==> src/sv/cyclic_sequence_interner_macros.svh <==
// Assertion macros used by the interner top level.
`ifndef CYCLIC_SEQUENCE_INTERNER_MACROS_SVH
`define CYCLIC_SEQUENCE_INTERNER_MACROS_SVH

// Same-cycle implication, disabled during reset.
`define CSI_ASSERT_IMPL(lbl, ante, cons, msg) \
  lbl: assert property (@(posedge clk) disable iff (!rst_n) (ante) |-> (cons)) else $error(msg);

// Next-cycle implication, disabled during reset.
`define CSI_ASSERT_NEXT(lbl, ante, cons, msg) \
  lbl: assert property (@(posedge clk) disable iff (!rst_n) (ante) |=> (cons)) else $error(msg);

`endif

==> src/sv/csi_pkg.sv <==
// Types and codes shared by the cyclic sequence interner modules.
`default_nettype none
package csi_pkg;

  typedef enum logic [1:0] {
    ST_OK    = 2'd0,
    ST_SHORT = 2'd1,
    ST_LONG  = 2'd2,
    ST_FULL  = 2'd3
  } status_t;

  typedef enum logic [3:0] {
    S_COLLECT = 4'b0001,
    S_PREP    = 4'b0010,
    S_ROTATE  = 4'b0100,
    S_SEARCH  = 4'b1000
  } state_t;

  typedef struct packed {
    logic take;
    logic rotate;
  } cell_ctrl_t;

endpackage
`default_nettype wire

==> src/sv/csi_cell.sv <==
// One vertex cell of the list ring: loads a vertex or takes its neighbour's.
`default_nettype none
module csi_cell #(
  parameter int W = 8
) (
  input  wire logic                clk,
  input  wire csi_pkg::cell_ctrl_t ctrl,
  input  wire logic [W-1:0]        ins_data,
  input  wire logic [W-1:0]        next_data,
  output logic      [W-1:0]        q
);

  logic [W-1:0] q_r;

  always_ff @(posedge clk) begin
    if (ctrl.take) begin
      q_r <= ins_data;
    end else if (ctrl.rotate) begin
      q_r <= next_data;
    end
  end

  assign q = q_r;

endmodule
`default_nettype wire

==> config.mk <==
export PLATFORM = sky130hd
export DESIGN_NAME = csi_cell
export DESIGN_NICKNAME = d
export VERILOG_FILES = /design/src/sv/cyclic_sequence_interner_macros.svh /design/src/sv/csi_pkg.sv /design/src/sv/csi_cell.sv
export SDC_FILE = /design/constraint.sdc
export NUM_CORES = 1
export LEC_CHECK = 0
export BUFFER_PORTS_ARGS = -buffer_cell sky130_fd_sc_hd__buf_4
export CAP_MARGIN = 20
export CORE_AREA = 3 3 40 42
export DETAILED_ROUTE_END_ITERATION = 10
export DIE_AREA = 0 0 43 45
export SYNTH_ARGS = -nofsm -noshare
export SYNTH_HDL_FRONTEND = slang
export SYNTH_SLANG_ARGS = --single-unit
==> constraint.sdc <==
create_clock -name clk -period 1.2 [get_ports clk]
set_clock_uncertainty 0.2 [all_clocks]
set_input_delay 0.12 -clock clk [delete_from_list [all_inputs] [get_ports clk]]
set_output_delay 0.12 -clock clk [all_outputs]
set_load 0.02 [all_outputs]
==> impl_metrics.toml <==
[worst_setup_path]
path_cells = "buf_4"
crit_slowest_cell = "edfxtp_1"
max_stage_delay_ns = 0.37
worstPathMaxFanout = 1
critical_path_arrival_ns = 0.78
cp-start-kind = "flop"
cp_top_family = "flip-flops"
path_buf_inv = 1
end_kind = "primary output"
crit_type = "reg2out"
critPathRequiredTime_ns = 0.88

[pwr]
finalPower_uw = 726.0
p_leak_nw = 0.2878
p_per_area_nw_per_um2 = 1204
vdd_ir_drop_max_v = 0.0004081

[sta]
slew-limit-headroom = 0.8016
hold_viol = 8
slew_viol_final = 0
finalSetupTns_ns = 0
min_period_over_period = 0.9173
period_minus_slack_ns = 1.101
setup_slack_ns = 0.09925
hold_ws_ns = -0.03068
worst_pin_slew_ns = 0.2976
setup_viol = 0
fmax_mhz = 908.5
rsz0062_at_grt = "false"

[floorplan]
io_pins = 27
dieWidth_um = 43
num_rows = 13
core_area_um2 = 1285
die-area_um2 = 1935
die_h_um = 45
start_util = 0.2941

[placement]
place_congestion = 0.6209
dpl_worst_slack_ns = 0.05514
port_buffers = 26

[global_routing]
grt_overflow = 0
grt_first_pass_wirelength_um = 1083
antenna_found_initial = 0
grt_max_degree = 10
grt_pass1_vias = 269
grtUsageTotal = 0.08263

[outcome]
violations = "hold timing"
status = "finished with violations"

[final_layout]
multi_input_area_um2 = 126.4
fin_nets = 67
nFillCells = 117
drive_gt1_frac = 0.8043
largest_reg_flops = 8
syn_to_final_growth_pct = 59.60
seq_area_um2 = 240.2
diodes = 0

[drt]
drc_errors = 0
routed_wl_um = 725
ant_nets = 0
via_count = 266
drt_first_pass_iters = 3
avgRoutedWirePerCell_um = 11.89
drtIter0Drc = 4
viasPerCell = 4.361

[clocking]
cts-root-buf = "clkbuf_4"
cts_buffers = 3
clockBufferDepth = 2
cts_max_level = 1
post_cts_buffers = 0
cts_resized = 0
cts.sinks = 8
clk_pin_slew_worst_paths_ns = 0.05
cts_tree = "done"

[worst_hold_path]
min_path_cells = 2
hold_path.startpoint = "next_data[7]"
whs_endpoint = "q[7]"
min_path_type = "in2reg"

[synthesis]
yosysUniqueCellTypes = 4
seq_area_frac_synth = 0.6358
ys_ff_latch = 8
synth_nets = 37
yosysWarnings = 0
synth_cells = 18
syn_area_per_cell_um2 = 20.99
synth_area_um2 = 377.9

[flow_run]
drv_cap = 0
-- worst max path at each step --
stage | slack [ns] | cells after the start | to | from
floorplan | 0.15 | 2 | q[0] | ctrl[1]
global placement | 0.08 | 2 | q[1] | ctrl[1]
detailed placement | 0.06 | 2 | q[3] | ctrl[1]
CTS | 0.09 | 1 | q[5] | q[5]
global route | 0.07 | 1 | q[4] | q[4]
finish | 0.1 | 1 | q[5] | q[5]
-- Yosys cell counts --
| cell | instances | area (µm²) |
|---|---|---|
| edfxtp_1 | 8 | 240.2 |
| or2_1 | 1 | 6.260 |
| buf_6 | 1 | 11.26 |
| mux2_4 | 8 | 120.1 |
-- per-layer routing --
layer / vias to the layer above / global-route usage / part of all wire
li1: 125 / - / -
met1: 119 / 0.07750 / 0.28
met2: 18 / 0.1317 / 0.55
met3: 4 / 0.007968 / 0.10
met4: 0 / 0.1265 / 0.061
met5: - / 0 / 0
-- metrics by stage --
stage	area [µm²]	util	std cells	hold WS [ns]
global placement	580.6	0.4518	58	0.2263
CTS	603.1	0.4693	61	-0.03280
floorplan	377.9	-	18	0.1375
global route	603.1	0.4693	61	-0.03738
detailed placement	580.6	0.4518	58	0.2267
finish	603.1	0.4693	61	-0.03068
-- kinds of logic (layout without fill, tap and decap cells) --
family                 Yosys count  in the layout  share of synthesized area
buffers and inverters            1             29                    0.02980
multiplexers                     8              8                     0.3179
flip-flops                       8              8                     0.6358
AND/OR/NAND/NOR                  1              1                    0.01657
-- placed cells by master (no fill, tap or decap) --
cell | netlist | final
buf_4 | 0 | 26
mux2_4 | 8 | 8
edfxtp_1 | 8 | 8
clkbuf_4 | 0 | 3
or2_1 | 1 | 1
-- final cells by class --
| type | count | area share |
|---|---|---|
| well taps | 15 | 0.03112 |
| multi-input cells | 9 | 0.2095 |
| clock buffers | 3 | 0.03734 |
| flip-flops and latches | 8 | 0.3983 |
| repair buffers | 26 | 0.3237 |
-- report_power, final --
group,internal [mW],total (mW),leakage (nW),switching (mW)
Combinational,0.105,0.177,0.192,0.0728
Clock,0.114,0.197,0.0138,0.0831
Sequential,0.344,0.352,0.0815,0.00777
Total,0.562,0.726,0.288,0.164
Power figures use the tool's default switching activity.
