[config.mk]
export PLATFORM = sky130hd
export DESIGN_NAME = csi_ram
export DESIGN_NICKNAME = d
export VERILOG_FILES = /design/src/sv/cyclic_sequence_interner_macros.svh /design/src/sv/csi_ram.sv
export SDC_FILE = /design/constraint.sdc
export NUM_CORES = 1
export LEC_CHECK = 0
export BUFFER_PORTS_ARGS = -buffer_cell sky130_fd_sc_hd__buf_2
export CORE_ASPECT_RATIO = 1.1
export CORE_MARGIN = 1
export CORE_UTILIZATION = 53
export DETAILED_ROUTE_END_ITERATION = 10
export PLACE_DENSITY_LB_ADDON = 0.12
export SYNTH_ARGS = -nofsm -noshare
export SYNTH_HDL_FRONTEND = slang
export SYNTH_SLANG_ARGS = --single-unit
[constraint.sdc]
create_clock -name clk -period 2.6 [get_ports clk]
set_input_delay 0.52 -clock clk [delete_from_list [all_inputs] [get_ports clk]]
set_output_delay 0.52 -clock clk [all_outputs]
set_load 0.01 [all_outputs]
[src/sv/cyclic_sequence_interner_macros.svh]
// Assertion macros used by the interner top level.
`ifndef CYCLIC_SEQUENCE_INTERNER_MACROS_SVH
`define CYCLIC_SEQUENCE_INTERNER_MACROS_SVH

// Same-cycle implication, disabled during reset.
`define CSI_ASSERT_IMPL(lbl, ante, cons, msg) \
  lbl: assert property (@(posedge clk) disable iff (!rst_n) (ante) |-> (cons)) else $error(msg);

// Next-cycle implication, disabled during reset.
`define CSI_ASSERT_NEXT(lbl, ante, cons, msg) \
  lbl: assert property (@(posedge clk) disable iff (!rst_n) (ante) |=> (cons)) else $error(msg);

`endif

[src/sv/csi_ram.sv]
// Generic single-write, single-read RAM with registered read data.
`default_nettype none
module csi_ram #(
  parameter int WIDTH = 8,
  parameter int DEPTH = 64
) (
  input  wire logic                     clk,
  input  wire logic                     we,
  input  wire logic [$clog2(DEPTH)-1:0] waddr,
  input  wire logic [WIDTH-1:0]         wdata,
  input  wire logic [$clog2(DEPTH)-1:0] raddr,
  output logic      [WIDTH-1:0]         rdata
);

  logic [WIDTH-1:0] mem [DEPTH];

  always_ff @(posedge clk) begin
    if (we) begin
      mem[waddr] <= wdata;
    end
    rdata <= mem[raddr];
  end

endmodule
`default_nettype wire

==> impl_metrics.ini, run 1 <==
[floorplanning]
placementRows = 74
floorplan.die_area_um2 = 38800
die_outline_height_um = 207
core_box_area_um2 = 37300
die_x_um = 188
boundaryPins = 30
initial_core_util_pct = 54.0

[cells_and_area]
final_cells = 1645
multi_input_comb_area_um2 = 4320
nets = 1134
final.fill_count = 2564
layout-drive-gt1-share_pct = 33.4
num_antenna_cells = 0
syn2layout_area_growth_pct = 16.4
layout.area.seq_um2 = 15500
postLayoutCellArea_um2 = 23500

[worst_setup_path]
critical_path.cell_chain = clkbuf_8 -> buf_12 -> mux4_2 -> mux2_2 -> o221a_2 -> nor3_1 -> o32ai_1
path_class = input pin to flip-flop
critical_path.n_buffers_inverters = 2
slowest_delay_ns = 0.49
r2r_slack_ns = 0.62
worstRegToRegCells = 5
critPathMaxFanout = 20
regToRegStartpoint = mem[21][6]
worst_setup_path_end_kind = flip-flop
cp_slowest_cell = sky130_fd_sc_hd__mux4_2
worst_ep_arrival_time_ns = 2.54
crit-reg2reg-capture = rdata[6]
cp-start-kind = input pin
timing.critical_path.required_ns = 3.02
path_delay_family = multiplexers

[yosys]
area_share_of_the_largest_cell_type_after_synthesis_pct = 76.2
synth.net_count = 962
postSynthRegisterBits = 520
synth-edff-count = 512
synthSimpleGateAreaFrac_pct = 3.39
synth_compound_area_share_pct = 2.07
synth_cell_type_count = 40
synth-seq-area-share_pct = 77.0
asyncSetResetFlopFracSynth_pct = 0
synthDominantAreaCellType = sky130_fd_sc_hd__edfxtp_1
synth.area.mux_share_pct = 15.9
dominant_combinational_cell_family_by_area_after_synthesis = multiplexers
yosys_warnings = 0
postSynthAreaPerCell_um2 = 21.5
post_synth_fa_ha_maj_area_fraction_pct = 0
synthFlopType = sky130_fd_sc_hd__edfxtp_1
synth.cell_area_um2 = 20200
post_synth_xor_area_fraction_pct = 0
number_of_standard_cells_after_synthesis = 940
synthTopCellsByArea = sky130_fd_sc_hd__edfxtp_1, sky130_fd_sc_hd__mux4_2, sky130_fd_sc_hd__nor2_1, sky130_fd_sc_hd__mux2i_1, sky130_fd_sc_hd__dfxtp_1

[placed_design]
placement.setup.worst_slack_ns = -0.0898
gp_congestion = 0.819
detailedPlacementHpwl_mm = 29.0
placed_area_um2 = 21900
placed_cells_incl_taps = 1553
buffer_ports.inserted = 29

[clocking]
cts_root_buf = sky130_fd_sc_hd__clkbuf_16
clock_latency_on_the_worst_skew_pair_ns = 0.57
tritoncts_buffer_count = 51
number_of_setup_buffers_added_after_cts = 0
cts_hold_buf = 0
cts-root-to-sink-buffers = 3
cts_tree = done
clock_sinks = 520
path_clk_slew_ns = 0.06
ctsResizeCount = 0
cts-htree-levels = 2

[global_route]
grt_antenna_before_repair = 4
globalRoute.totalOverflow = 0
gr-usage-all-layers_pct = 24.3
vias_in_the_first_global_route = 10100
grt_max_degree = 65
wire_length_of_the_first_global_routing_pass_mm = 67.0

[timing]
final_tns_setup_ns = 0
final.period_utilization_pct = 81.4
timing.final.hold_violations = 0
clk_skew_ns = 0.0211
setup_viol = 0
final.min_clock_period_ns = 2.12
slew_headroom_pct = 21.6
worst_pin_slew_ns = 1.18
setup_slack_ns = 0.483
final-max-slew-violation-count = 0
f_max_mhz = 472
grt_setup_unrepaired = false

[detailed_routing]
drt_iter0_drc = 1014
finalWirelength_mm = 45.2
viasPerCell = 6.00
residual_antenna_violating_net_count_after_detailed_routing = 0
routed_len_inst_um = 27.5
detailroute.via_count = 9863
firstDrtPassIters = 5
detail_route.drc_violations = 0

[pwr]
pwr_density_cell_nw_per_um2 = 738
power.leakage_nw = 7.66
fin_total_pwr_mw = 17.3
vdd_ir_drop_max_uv = 547

[min_path]
class_of_the_tightest_hold_or_removal_check = input pin to flip-flop
hold_path_end = rdata[2]
hp-start = raddr[5]
min_delay_path_depth = 3

[job]
max-cap-violations = 0

[status]
result_of_the_run = complete, no violations
-- metal layers --
metal | wire, um | track usage (%) | part of all wire (%)
met1 | 19300 | 34.6 | 43
met2 | 21800 | 38.5 | 48
met3 | 2950 | 4.92 | 6.5
met4 | 1030 | 6.97 | 2.3
met5 | 49 | 0 | 0.11
-- cells in the final DEF, fill, tap and decap left out, types with 3 or more instances in the layout --
cell type | synthesis | routed
sky130_fd_sc_hd__clkbuf_16 | 0 | 53
sky130_fd_sc_hd__a22oi_1 | 3 | 3
sky130_fd_sc_hd__clkinv_1 | 0 | 11
sky130_fd_sc_hd__nor2b_1 | 14 | 14
sky130_fd_sc_hd__clkinv_2 | 0 | 14
sky130_fd_sc_hd__buf_2 | 11 | 26
sky130_fd_sc_hd__mux4_2 | 126 | 126
sky130_fd_sc_hd__nor2_1 | 83 | 83
sky130_fd_sc_hd__clkbuf_1 | 17 | 8
sky130_fd_sc_hd__o2bb2ai_1 | 3 | 3
sky130_fd_sc_hd__nand2_1 | 19 | 19
sky130_fd_sc_hd__a211oi_1 | 4 | 4
sky130_fd_sc_hd__o221ai_1 | 8 | 8
sky130_fd_sc_hd__o2111ai_1 | 3 | 3
sky130_fd_sc_hd__mux2i_1 | 23 | 23
sky130_fd_sc_hd__mux2_2 | 13 | 13
sky130_fd_sc_hd__o22ai_1 | 8 | 8
sky130_fd_sc_hd__nor3_1 | 7 | 7
sky130_fd_sc_hd__nand2b_1 | 7 | 7
sky130_fd_sc_hd__buf_12 | 2 | 15
sky130_fd_sc_hd__dfxtp_1 | 8 | 8
sky130_fd_sc_hd__bufinv_16 | 0 | 4
sky130_fd_sc_hd__nand3_1 | 13 | 13
sky130_fd_sc_hd__edfxtp_1 | 512 | 512
sky130_fd_sc_hd__a21oi_1 | 3 | 3
sky130_fd_sc_hd__buf_4 | 13 | 128
sky130_fd_sc_hd__a221oi_1 | 6 | 6
sky130_fd_sc_hd__nand3b_1 | 3 | 3
-- through the flow --
step / util, % / hold WS (ns)
after floorplan: - / 0.619
final: 62.9 / 0.408
after global routing: 62.9 / 0.394
after CTS: 62.9 / 0.369
after global placement: 58.6 / 0.827
after detailed placement: 58.6 / 0.843
-- logic make-up (layout without fill, tap and decap cells) --
logic type             Yosys count  count (layout)
AOI/OAI and AO/OA               54              54
muxes                          162             162
and+or+nand+nor                153             153
DFF                            520             520
buffers and inverters           51             262
-- cells in the mapped netlist (all sizes together), types with 3 or more instances --
cell type  count
o221ai         8
clkbuf        17
nand3         13
nor2b         14
a211oi         4
mux4         126
nand2b         7
dfxtp          8
mux2i         23
edfxtp       512
o2111ai        3
mux2          13
o21ai          4
nand2         19
o22ai          8
a21oi          3
o2bb2ai        3
a22oi          3
nor3           7
nand3b         3
a221oi         6
buf           34
nor2          83
-- state kept, by name (all words and copies together) (netlist names) --
signal  count
rdata       8
mem       512
-- area by class of cell --
type	instances	area share (%)
clock buffer	61	5.78
clock inverter	31	1.06
multi-input combinational	369	18.4
sequential	520	66.2
tap	494	2.63
timing repair buffer	170	5.98
-- report_power, final --
| group | switching (mW) | internal (mW) |
|---|---|---|
| Sequential | 0.0329 | 9.28 |
| Clock | 2.98 | 4.10 |
| Combinational | 0.547 | 0.400 |
-- worst min-delay path: stages --
cell                        delay, ns
sky130_fd_sc_hd__buf_2           0.22
sky130_fd_sc_hd__nand2_1         0.11
sky130_fd_sc_hd__o2bb2ai_1       0.06
-- worst max path at each step --
stage / start / end / cells after the start
after floorplan: raddr[1] / rdata[3] / 7
after global placement: raddr[0] / rdata[6] / 7
after detailed placement: raddr[0] / rdata[7] / 7
after CTS: raddr[0] / rdata[7] / 7
after global routing: raddr[0] / rdata[7] / 7
final: raddr[0] / rdata[6] / 7
No activity file was read; power rests on OpenSTA's default activity.
==> run 2, diff against run 1 <==
- ABC_AREA: default -> 1
- clock period: 2.6 -> 1.7 ns (I/O delays scaled with it)
==> impl_metrics.ini, run 2 <==
[status]
result_of_the_run = complete, no violations

[pwr]
power.leakage_nw = 9.19
pwr_density_cell_nw_per_um2 = 1090
vdd_ir_drop_max_uv = 958

[yosys]
asyncSetResetFlopFracSynth_pct = 0
synth_cell_type_count = 16
number_of_standard_cells_after_synthesis = 1805
postSynthAreaPerCell_um2 = 11.8
synthDominantAreaCellType = sky130_fd_sc_hd__edfxtp_1
synth.net_count = 1827
synth-seq-area-share_pct = 72.8
area_share_of_the_largest_cell_type_after_synthesis_pct = 72.0
synthTopCellsByArea = sky130_fd_sc_hd__edfxtp_1, sky130_fd_sc_hd__nand2_1, sky130_fd_sc_hd__nand3_1, sky130_fd_sc_hd__buf_6, sky130_fd_sc_hd__nor2_1
yosys_warnings = 0
ys_top_cells_by_count = sky130_fd_sc_hd__nand2_1, sky130_fd_sc_hd__edfxtp_1, sky130_fd_sc_hd__nand3_1
yosysMostFrequentCell = sky130_fd_sc_hd__nand2_1
synthFlopType = sky130_fd_sc_hd__edfxtp_1
synth.cell_area_um2 = 21300
postSynthRegisterBits = 520
synth-edff-count = 512

[clocking]
cts-root-to-sink-buffers = 3
cts_root_buf = sky130_fd_sc_hd__clkbuf_16
clock_sinks = 520
number_of_setup_buffers_added_after_cts = 0
path_clk_slew_ns = 0.07
cts_hold_buf = 0
tritoncts_buffer_count = 51
cts-htree-levels = 2
cts_tree = done
ctsResizeCount = 0
clock_latency_on_the_worst_skew_pair_ns = 0.60

[worst_setup_path]
timing.critical_path.required_ns = 1.36
critPathMaxFanout = 1
path_delay_family = flip-flops
critical_path.n_buffers_inverters = 1
critical_path.cell_chain = buf_2
worstRegToRegCells = 8
worst_ep_arrival_time_ns = 1.16
critical_path_depth = 1
slowest_delay_ns = 0.40
worst_setup_path_end_kind = output port
cp_slowest_cell = sky130_fd_sc_hd__dfxtp_1
path_class = flip-flop to output port
cp-start-kind = flip-flop

[global_route]
wire_length_of_the_first_global_routing_pass_mm = 82.0
gr-usage-all-layers_pct = 26.8
vias_in_the_first_global_route = 13700
globalRoute.totalOverflow = 0
grt_max_degree = 65
grt_antenna_before_repair = 1

[cells_and_area]
nets = 1968
largest_register_ffs = 512
final_common_cell = sky130_fd_sc_hd__nand2_1
largestRegisters = mem: 512 flops, rdata: 8 flops
register_with_the_most_flip_flops = mem
final.fill_count = 3061
most_used_cells_in_the_layout_excluding_fill_and_tap_cells = sky130_fd_sc_hd__nand2_1, sky130_fd_sc_hd__edfxtp_1, sky130_fd_sc_hd__nand3_1
postLayoutCellArea_um2 = 24800
num_antenna_cells = 0
layout-drive-gt1-share_pct = 14.4
postLayoutCoreUtil_pct = 62.9
syn2layout_area_growth_pct = 16.3

[timing]
final_tns_setup_ns = 0
final-max-slew-violation-count = 0
final.period_utilization_pct = 88.2
f_max_mhz = 667
worst_pin_slew_ns = 0.819
setup_viol = 0
setup_slack_ns = 0.200
final.min_clock_period_ns = 1.50
grt_setup_unrepaired = false
timing.final.hold_violations = 0
clk_skew_ns = 0.0158
slew_headroom_pct = 45.4

[detailed_routing]
detail_route.drc_violations = 0
finalWirelength_mm = 53.4
firstDrtPassIters = 7
drt_iter0_drc = 1389
detailroute.via_count = 14100
viasPerCell = 5.65
residual_antenna_violating_net_count_after_detailed_routing = 0
routed_len_inst_um = 21.4

[floorplanning]
die_outline_height_um = 212
boundaryPins = 30
initial_core_util_pct = 54.1
floorplan.die_area_um2 = 41100
die_x_um = 193
placementRows = 76
core_box_area_um2 = 39500

[job]
max-cap-violations = 0

[min_path]
class_of_the_tightest_hold_or_removal_check = input pin to flip-flop
min_delay_path_depth = 3

[placed_design]
placement.setup.worst_slack_ns = -0.300
buffer_ports.inserted = 29
detailedPlacementHpwl_mm = 33.6
placed_area_um2 = 23200
gp_congestion = 0.879
[run 2: stage by stage]
stage / std cells / total power [mW] / hold slack [ns]
after CTS: 2496 / 27.2 / 0.0935
after global placement: 2400 / 16.4 / 0.718
after detailed placement: 2400 / 16.4 / 0.726
final: 2496 / 27.0 / 0.122
after floorplan: 1805 / 15.5 / 0.439
after global routing: 2496 / 27.8 / 0.124
[run 2: worst register-to-register path, stage by stage (launching register included)]
cell and delay, ns:
sky130_fd_sc_hd__edfxtp_1 0.38, sky130_fd_sc_hd__nand2_1 0.08, sky130_fd_sc_hd__nand3_1 0.10, sky130_fd_sc_hd__nand3_1 0.11
sky130_fd_sc_hd__nand2_1 0.09, sky130_fd_sc_hd__nand2_1 0.06, sky130_fd_sc_hd__nand3_1 0.17, sky130_fd_sc_hd__nand3_1 0.25
sky130_fd_sc_hd__nand2_1 0.08
[run 2: final timing paths]
| check | startpoint | end | slack, ns |
|---|---|---|---|
| setup reg to reg | mem[51][7] | rdata[7] | 0.27 |
| hold / removal | raddr[5] | rdata[5] | 0.12 |
| hold reg to reg | mem[0][2] | rdata[2] | 0.82 |
| setup / recovery | rdata[6] | rdata[6] | 0.20 |
[run 2: layout make-up]
cell class	count	area (um^2)	area share (%)
Clock inverter	29	245	0.988
Multi-Input combinational cell	1160	5030	20.3
Tap cell	507	634	2.56
Clock buffer	67	1360	5.47
Sequential cell	520	15500	62.6
Inverter	12	52.6	0.212
Timing Repair Buffer	201	1960	7.90
[run 2: cell families after synthesis]
family | count (synthesis) | synth area share (%)
AND/OR/NAND/NOR | 1160 | 23.2
flip-flops | 520 | 72.8
buffers and inverters | 125 | 4.02
[run 2: routing by layer]
metal,up-vias,global-route usage [%],share of wire [%]
li1,6636,-,-
met1,6819,37.2,43
met2,522,42.8,47
met3,114,4.93,7.0
met4,2,9.30,3.0
met5,-,0,0.021
[run 2: report_power, final]
| part | switching [mW] | total (mW) | internal, mW | leakage (nW) |
|---|---|---|---|---|
| Combinational | 1.30 | 1.90 | 0.602 | 3.73 |
| Clock | 4.69 | 10.9 | 6.22 | 0.780 |
| Sequential | 0.0404 | 14.2 | 14.2 | 4.67 |
==> run 3, diff against run 2 <==
- GPL_ROUTABILITY_DRIVEN: default -> 0
- PLACE_DENSITY: default -> 0.72
- PLACE_DENSITY_LB_ADDON: 0.12 -> default
==> impl_metrics.ini, run 3 (synthesis gave the netlist of run 2 again) <==
[clocking]
cts_root_buf = sky130_fd_sc_hd__clkbuf_16
ctsResizeCount = 0
clock_latency_on_the_worst_skew_pair_ns = 0.59
clock_sinks = 520
cts-root-to-sink-buffers = 3
path_clk_slew_ns = 0.06
number_of_setup_buffers_added_after_cts = 0
cts-htree-levels = 2
tritoncts_buffer_count = 51
cts_hold_buf = 0
cts_tree = done

[cells_and_area]
register_with_the_most_flip_flops = mem
layout-drive-gt1-share_pct = 15.0
postLayoutCellArea_um2 = 24700
most_used_cells_in_the_layout_excluding_fill_and_tap_cells = sky130_fd_sc_hd__nand2_1, sky130_fd_sc_hd__edfxtp_1, sky130_fd_sc_hd__nand3_1
num_antenna_cells = 0
largestRegisters = mem: 512 flops, rdata: 8 flops
final_cells = 2505
nets = 1982
largest_register_ffs = 512
final_common_cell = sky130_fd_sc_hd__nand2_1
syn2layout_area_growth_pct = 15.8
postLayoutCoreUtil_pct = 62.6

[timing]
final_tns_setup_ns = 0
final-max-slew-violation-count = 0
timing.final.hold_violations = 0
clk_skew_ns = 0.00962
final.period_utilization_pct = 91.2
grt_setup_unrepaired = false
f_max_mhz = 645
fin_worst_hold_slack_ns = 0.167
setup_slack_ns = 0.150
setup_viol = 0
slew_headroom_pct = 43.9
final.min_clock_period_ns = 1.55
worst_pin_slew_ns = 0.842

[detailed_routing]
detail_route.drc_violations = 2
drt_iter0_drc = 1360
routed_len_inst_um = 21.3
residual_antenna_violating_net_count_after_detailed_routing = 0
firstDrtPassIters = 10
viasPerCell = 5.82
finalWirelength_mm = 53.5
detailroute.via_count = 14600

[placed_design]
buffer_ports.inserted = 29
placed_cells_incl_taps = 2414
placed_area_um2 = 23200
detailedPlacementHpwl_mm = 32.9
placement.setup.worst_slack_ns = -0.181

[job]
max-cap-violations = 0

[floorplanning]
die_outline_height_um = 212
boundaryPins = 30
core_box_area_um2 = 39500
placementRows = 76
floorplan.die_area_um2 = 41100
die_x_um = 193
initial_core_util_pct = 54.1

[status]
failed_checks = design-rule violations
result_of_the_run = finished, violations left

[min_path]
hp-start = raddr[5]
class_of_the_tightest_hold_or_removal_check = input pin to flip-flop

[worst_setup_path]
worst_ep_arrival_time_ns = 1.21
cp-startpoint = rdata[3]
critical_path.cell_chain = buf_2
regToRegStartpoint = mem[51][3]
path_delay_family = flip-flops
critical_path.n_buffers_inverters = 1
cp_slowest_cell = sky130_fd_sc_hd__dfxtp_1
critPathMaxFanout = 1
slowest_delay_ns = 0.43
path_class = flip-flop to output port
timing.critical_path.required_ns = 1.36
cp-start-kind = flip-flop
worst_setup_path_end_kind = output port

[global_route]
grt_max_degree = 65
globalRoute.totalOverflow = 0
vias_in_the_first_global_route = 14500
grt_antenna_before_repair = 1
wire_length_of_the_first_global_routing_pass_mm = 82.3
gr-usage-all-layers_pct = 26.6

[pwr]
fin_total_pwr_mw = 26.7
power.leakage_nw = 9.19
vdd_ir_drop_max_uv = 956
pwr_density_cell_nw_per_um2 = 1080
[run 3: power breakdown]
group / leakage [nW] / internal [mW] / switching, mW
Combinational: 3.76 / 0.588 / 1.29
Clock: 0.757 / 5.92 / 4.67
Sequential: 4.67 / 14.2 / 0.0479
Total: 9.19 / 20.7 / 6.02
[run 3: layout make-up]
cell class | count | area (um^2)
clock inverter | 25 | 204
clock buffer | 66 | 1350
inverter | 12 | 52.6
tap | 507 | 634
sequential | 520 | 15500
fill | 2931 | 14800
multi-input combinational | 1160 | 5030
timing repair buffer | 215 | 1900
[run 3: per-layer routing]
metal	track usage (%)	wire length, um
met2	45.1	25900
met4	11.1	1840
met3	4.16	4880
met1	34.4	20800
met5	0	17
[run 3: worst paths after layout]
kind	to	slack, ns	cells past startpoint
setup / recovery	rdata[3]	0.15	1
hold / removal	rdata[5]	0.17	3
setup reg to reg	rdata[3]	0.33	8
hold reg to reg	rdata[3]	0.83	8
